$ cat src/hw/rtl/salc_pkg.sv
// Shared types, constants and codes for the set-associative LRU cache model.
// No dependencies; imported by every module of the block.
`timescale 1ns / 1ps

package salc_pkg;

  localparam int MAX_SET_BITS   = 6;
  localparam int MAX_WAYS       = 8;
  localparam int ADDR_WIDTH     = 48;
  localparam int MAX_BLOCK_BITS = 32;

  localparam int TAG_W    = ADDR_WIDTH;
  localparam int WAY_W    = (MAX_WAYS > 1) ? $clog2(MAX_WAYS) : 1;
  localparam int CNT_W    = $clog2(MAX_WAYS + 1);
  localparam int NUM_SETS = 1 << MAX_SET_BITS;
  localparam int SET_AW   = (MAX_SET_BITS > 0) ? MAX_SET_BITS : 1;

  localparam int SET_BITS_W   = 3;
  localparam int WAYS_W       = 4;
  localparam int BLOCK_BITS_W = 6;
  localparam int SHIFT_W      = 7;
  localparam int CFG_IDX_W    = 2;
  localparam int CFG_DATA_W   = 6;
  localparam int TOTAL_W      = 32;

  localparam logic [CFG_IDX_W-1:0] CFG_SET_INDEX_BITS    = 2'd0;
  localparam logic [CFG_IDX_W-1:0] CFG_WAYS_IN_USE       = 2'd1;
  localparam logic [CFG_IDX_W-1:0] CFG_BLOCK_OFFSET_BITS = 2'd2;

  typedef enum logic [1:0] {
    MODE_LOAD   = 2'd0,
    MODE_STORE  = 2'd1,
    MODE_MODIFY = 2'd2,
    MODE_IFETCH = 2'd3
  } mode_t;

  typedef enum logic [2:0] {
    ST_IDLE,
    ST_READ,
    ST_LOAD,
    ST_SCAN,
    ST_DONE
  } state_t;

  typedef struct packed {
    mode_t                 mode;
    logic [ADDR_WIDTH-1:0] address;
  } in_item_t;

  typedef struct packed {
    logic [1:0]         hits_added;
    logic               missed;
    logic               evicted;
    logic [TOTAL_W-1:0] total_hits;
    logic [TOTAL_W-1:0] total_misses;
    logic [TOTAL_W-1:0] total_evictions;
  } out_item_t;

  typedef struct packed {
    logic [MAX_WAYS-1:0][TAG_W-1:0] tags;
    logic [MAX_WAYS-1:0]            valid;
    logic [MAX_WAYS-1:0][WAY_W-1:0] ranks;
  } set_row_t;

  typedef struct packed {
    logic             hit;
    logic [WAY_W-1:0] hit_way;
    logic [CNT_W-1:0] count;
    logic             empty_found;
    logic [WAY_W-1:0] empty_way;
    logic             lru_found;
    logic [WAY_W-1:0] lru_way;
    logic [WAY_W-1:0] lru_rank;
  } scan_res_t;

  typedef struct packed {
    logic [1:0] hits;
    logic       missed;
    logic       evicted;
  } upd_flags_t;

endpackage

$ cat src/hw/rtl/salc_row_update.sv
// Row update: picks hit, fill or victim way and ages the LRU ranks of a set.
// Depends on salc_pkg; fed by the way scan result.
`timescale 1ns / 1ps

module salc_row_update
  import salc_pkg::*;
(
  input  set_row_t         row,
  input  scan_res_t        res,
  input  logic [TAG_W-1:0] tag,
  input  mode_t            mode,
  input  logic [CNT_W-1:0] ways_eff,
  output set_row_t         row_new,
  output upd_flags_t       flags
);

  logic [WAY_W-1:0] victim;
  logic [WAY_W-1:0] hit_rank;
  logic             is_modify;

  always_comb begin
    row_new   = row;
    flags     = '0;
    victim    = res.lru_way;
    hit_rank  = row.ranks[res.hit_way];
    is_modify = (mode == MODE_MODIFY);
    if (res.hit) begin
      for (int w = 0; w < MAX_WAYS; w++) begin
        if (row.valid[w] && row.ranks[w] < hit_rank) begin
          row_new.ranks[w] = row.ranks[w] + WAY_W'(1);
        end
      end
      row_new.ranks[res.hit_way] = '0;
      flags.hits = is_modify ? 2'd2 : 2'd1;
    end else begin
      flags.missed = 1'b1;
      if (res.count < ways_eff && res.empty_found) begin
        victim = res.empty_way;
      end else begin
        flags.evicted         = 1'b1;
        row_new.valid[victim] = 1'b0;
      end
      for (int w = 0; w < MAX_WAYS; w++) begin
        if (row_new.valid[w]) begin
          row_new.ranks[w] = row.ranks[w] + WAY_W'(1);
        end
      end
      row_new.tags[victim]  = tag;
      row_new.valid[victim] = 1'b1;
      row_new.ranks[victim] = '0;
      flags.hits = is_modify ? 2'd1 : 2'd0;
    end
  end

endmodule

$ cat config.mk
export PLATFORM = sky130hd
export DESIGN_NAME = salc_row_update
export DESIGN_NICKNAME = d
export VERILOG_FILES = /design/src/hw/rtl/salc_pkg.sv /design/src/hw/rtl/salc_row_update.sv
export SDC_FILE = /design/constraint.sdc
export NUM_CORES = 1
export LEC_CHECK = 0
export ABC_AREA = 1
export ABC_CLOCK_PERIOD_IN_PS = 6260
export BUFFER_PORTS_ARGS = -buffer_cell sky130_fd_sc_hd__buf_2
export CORE_AREA = 2 2 354 356
export DETAILED_ROUTE_END_ITERATION = 8
export DIE_AREA = 0 0 356 358
export PLACE_DENSITY = 0.35
export SYNTH_ARGS = -nofsm -noshare
export SYNTH_HDL_FRONTEND = slang
export SYNTH_SLANG_ARGS = --single-unit
$ cat constraint.sdc
create_clock -name vclk -period 6.26
set_input_delay 1.878 -clock vclk [all_inputs]
set_output_delay 1.878 -clock vclk [all_outputs]
set_load 0.005 [all_outputs]
==> out/metrics.csv <==
stage;metric;value;unit
setup_path;worstPathRequired;4.38;ns
finish;drive_gt1_frac;0.3973;
setup_path;cpPeakStageDelay;0.30;ns
detailed_routing;vias;15067;
placed_design;post-place-ws;0.0001199;ns
setup_path;cp.arrival;4.22;ns
setup_path;crit_path_end_kind;output pin;
finish;seq_cells;0;
yosys;syn_area;0.007965;mm²
detailed_routing;drtAntennaViolNets;0;
finish;multiInputGateArea;0.006875;mm²
finish;final_common_cell;nand2_1;
detailed_routing;drt_pass1_iterations;5;
die;die_y;358;µm
sta;setup_violations;0;
placed_design;dpl.hpwl;97.33;mm
die;start_util;0.06459;
sta;timing.fmax;164.0;MHz
grt;grt_usage;0.1658;
finish;clkbuf_count;0;
min_path;hp-start;row[192];
clock_network;cts_hold_buf;0;
power;max-vdd-ir-drop;29.63;µV
setup_path;cp_slowest_cell;ha_1;
sta;worst_slack;0.1613;ns
detailed_routing;routedWlPerCell;26.65;µm
die;ios;909;
grt;overflow;0;
finish;syn2layout_area_growth;85.67;%
sta;slew_violations;0;
finish;final_nets;3142;
min_path;worstHoldPathCells;4;
grt;grt_pass1_vias;14180;
yosys;yosysWarnings;0;
die;coreArea;0.1233;mm²
detailed_routing;routed_wl;114.0;mm
finish;nFillCells;14926;
sta;relSlewSlack;0.5378;
yosys;synth_cells;1771;
die;die_x;356;µm
detailed_routing;drt_iter0_drc;1194;
grt;grt_max_degree;50;
setup_path;path_buf_inv;5;
setup_path;crit_family;simple AND/OR/NAND/NOR gates;
setup_path;crit_type;primary input to output pin;
placed_design;place_area;0.01461;mm²
yosys;syn_nets;2288;
detailed_routing;drc;0;
placed_design;place.gp.congestion;0.8745;
finish;final_cell_mix;1309 x nand2_1, 905 x buf_2, 89 x nand3_1;
finish;final_area;0.01479;mm²
setup_path;crit_chain;buf_2 > ha_1 > nand2_1 > nand2_2 > nor2_4 > buf_12 > nand3_4 > nand2_4 > buf_4 > nand3_4 > nor2_4 > buf_12 > nand2_1 > nand2_1 > buf_2;
yosys;ys_types;31;
setup_path;cpMostUsedCell;nand2_1;
yosys;ys_seq_area_frac;0;
sta;whs;4.019;ns
grt;grt_pass1_wl;141.4;mm
sta;layout_min_cycle_time;6.099;ns
die;fp-row-count;129;
min_path;worst_hold_path_type;primary input to output pin;
min_path;holdPathEnd;row_new[192];
sta;worst_slew_pin_slew;0.6933;ns
finish;regArea;0;µm²
yosys;syn_area_per_cell;4.498;µm²
setup_path;startpoint_type;primary input;
power;leakagePower;8.878;nW
grt;antenna_found_initial;89;
sta;hold_viol_final;0;
finish;fin_cells;4276;
setup_path;cp_max_fo;32;
placed_design;numPortBuffers;905;
sta;period_share;0.9742;
finish;utilization;0.1199;
detailed_routing;routed_via_density;3.524;
die;dieArea;0.1274;mm²
flow_run;maxCapViolations;0;
placed_design;place_inst;4252;
outcome;run_status;complete, no violations;
power;p_per_area;92.92;mW/mm²
==> logic make-up (layout without fill, tap and decap cells) <==
logic type | after synthesis | in the layout | synth area share
other | 0 | 16 | 0
and+or+nand+nor | 1471 | 1471 | 0.7608
xor gates and xnor gates | 8 | 8 | 0.008797
buffers and inverters | 210 | 1062 | 0.1484
AOI/OAI and AO/OA | 54 | 54 | 0.03801
adders and majority gates | 28 | 28 | 0.04398
==> synthesized netlist by cell type <==
cell type,number,share of area
buf_6,33,0.047
o2111ai_1,1,0.0011
nand2_4,4,0.0057
clkbuf_2,19,0.012
buf_2,41,0.026
nand3_1,89,0.056
o21ai_0,32,0.020
o21ai_1,1,0.00063
a31oi_1,1,0.00079
nand2_8,3,0.0075
nand2_2,5,0.0039
nand3_2,8,0.010
nor3_1,5,0.0031
o211ai_1,1,0.00094
ha_1,28,0.044
inv_1,71,0.033
nand3_4,11,0.024
nor2_1,19,0.0090
o22ai_1,4,0.0031
nand3b_4,2,0.0050
buf_4,19,0.018
clkinv_1,1,0.00047
nand2_1,1310,0.62
nor2_2,2,0.0016
xnor2_1,8,0.0088
clkbuf_1,25,0.012
a211oi_1,8,0.0075
a21oi_1,6,0.0038
nor2_4,11,0.016
buf_1,1,0.00047
nand3b_1,2,0.0019
==> how the worst max path moves through the flow <==
stage / from / endpoint / slack (ns) / depth (start not counted)
after floorplan: res[15] / row_new[3] / 0.55 / 13
after global placement: res[14] / row_new[264] / 0.04 / 14
after detailed placement: res[14] / row_new[264] / 0.0001 / 14
after CTS: res[14] / row_new[395] / 0.05 / 13
after global routing: ways_eff[3] / row_new[335] / -0.004 / 17
final: res[14] / row_new[395] / 0.16 / 15
==> cell type report <==
class	instances	share of cell area
inverters	72	0.01827
repair buffers	990	0.3756
diodes	16	0.002707
multi-input cells	1561	0.4649
well taps	1637	0.1385
==> per-stage QoR <==
stage / power (mW) / setup TNS, ns
after floorplan: 0.5456 / 0
after detailed placement: 1.393 / 0
after global placement: 1.394 / 0
after CTS: 1.402 / 0
final: 1.374 / 0
after global routing: 1.504 / -0.004498
==> repair_timing <==
item                       CTS  global route
setup endpoints to repair    1            41
resized for setup            0             9
gates cloned                 0             1
pin swaps                    1             2
setup buffers                3             4
==> power breakdown <==
part	internal (mW)	switching, mW
logic	0.502	0.872
registers	0	0
clock network	0.000000260	0
==> layer usage <==
| metal | GRT usage | wire length, µm | share of wire | up-vias |
|---|---|---|---|---|
| met1 | 0.2049 | 46200 | 0.41 | 6914 |
| li1 | - | - | - | 7084 |
| met2 | 0.2726 | 52040 | 0.46 | 778 |
| met3 | 0.06875 | 12650 | 0.11 | 179 |
| met4 | 0.02498 | 2380 | 0.021 | 112 |
| met5 | 0 | 678 | 0.0059 | - |
==> tightest hold or removal path, cell delays in order <==
cell and delay [ns]:
buf_2 0.07, nand2_1 0.04, nand2_1 0.05, buf_2 0.10
Power figures use the tool's default switching activity.
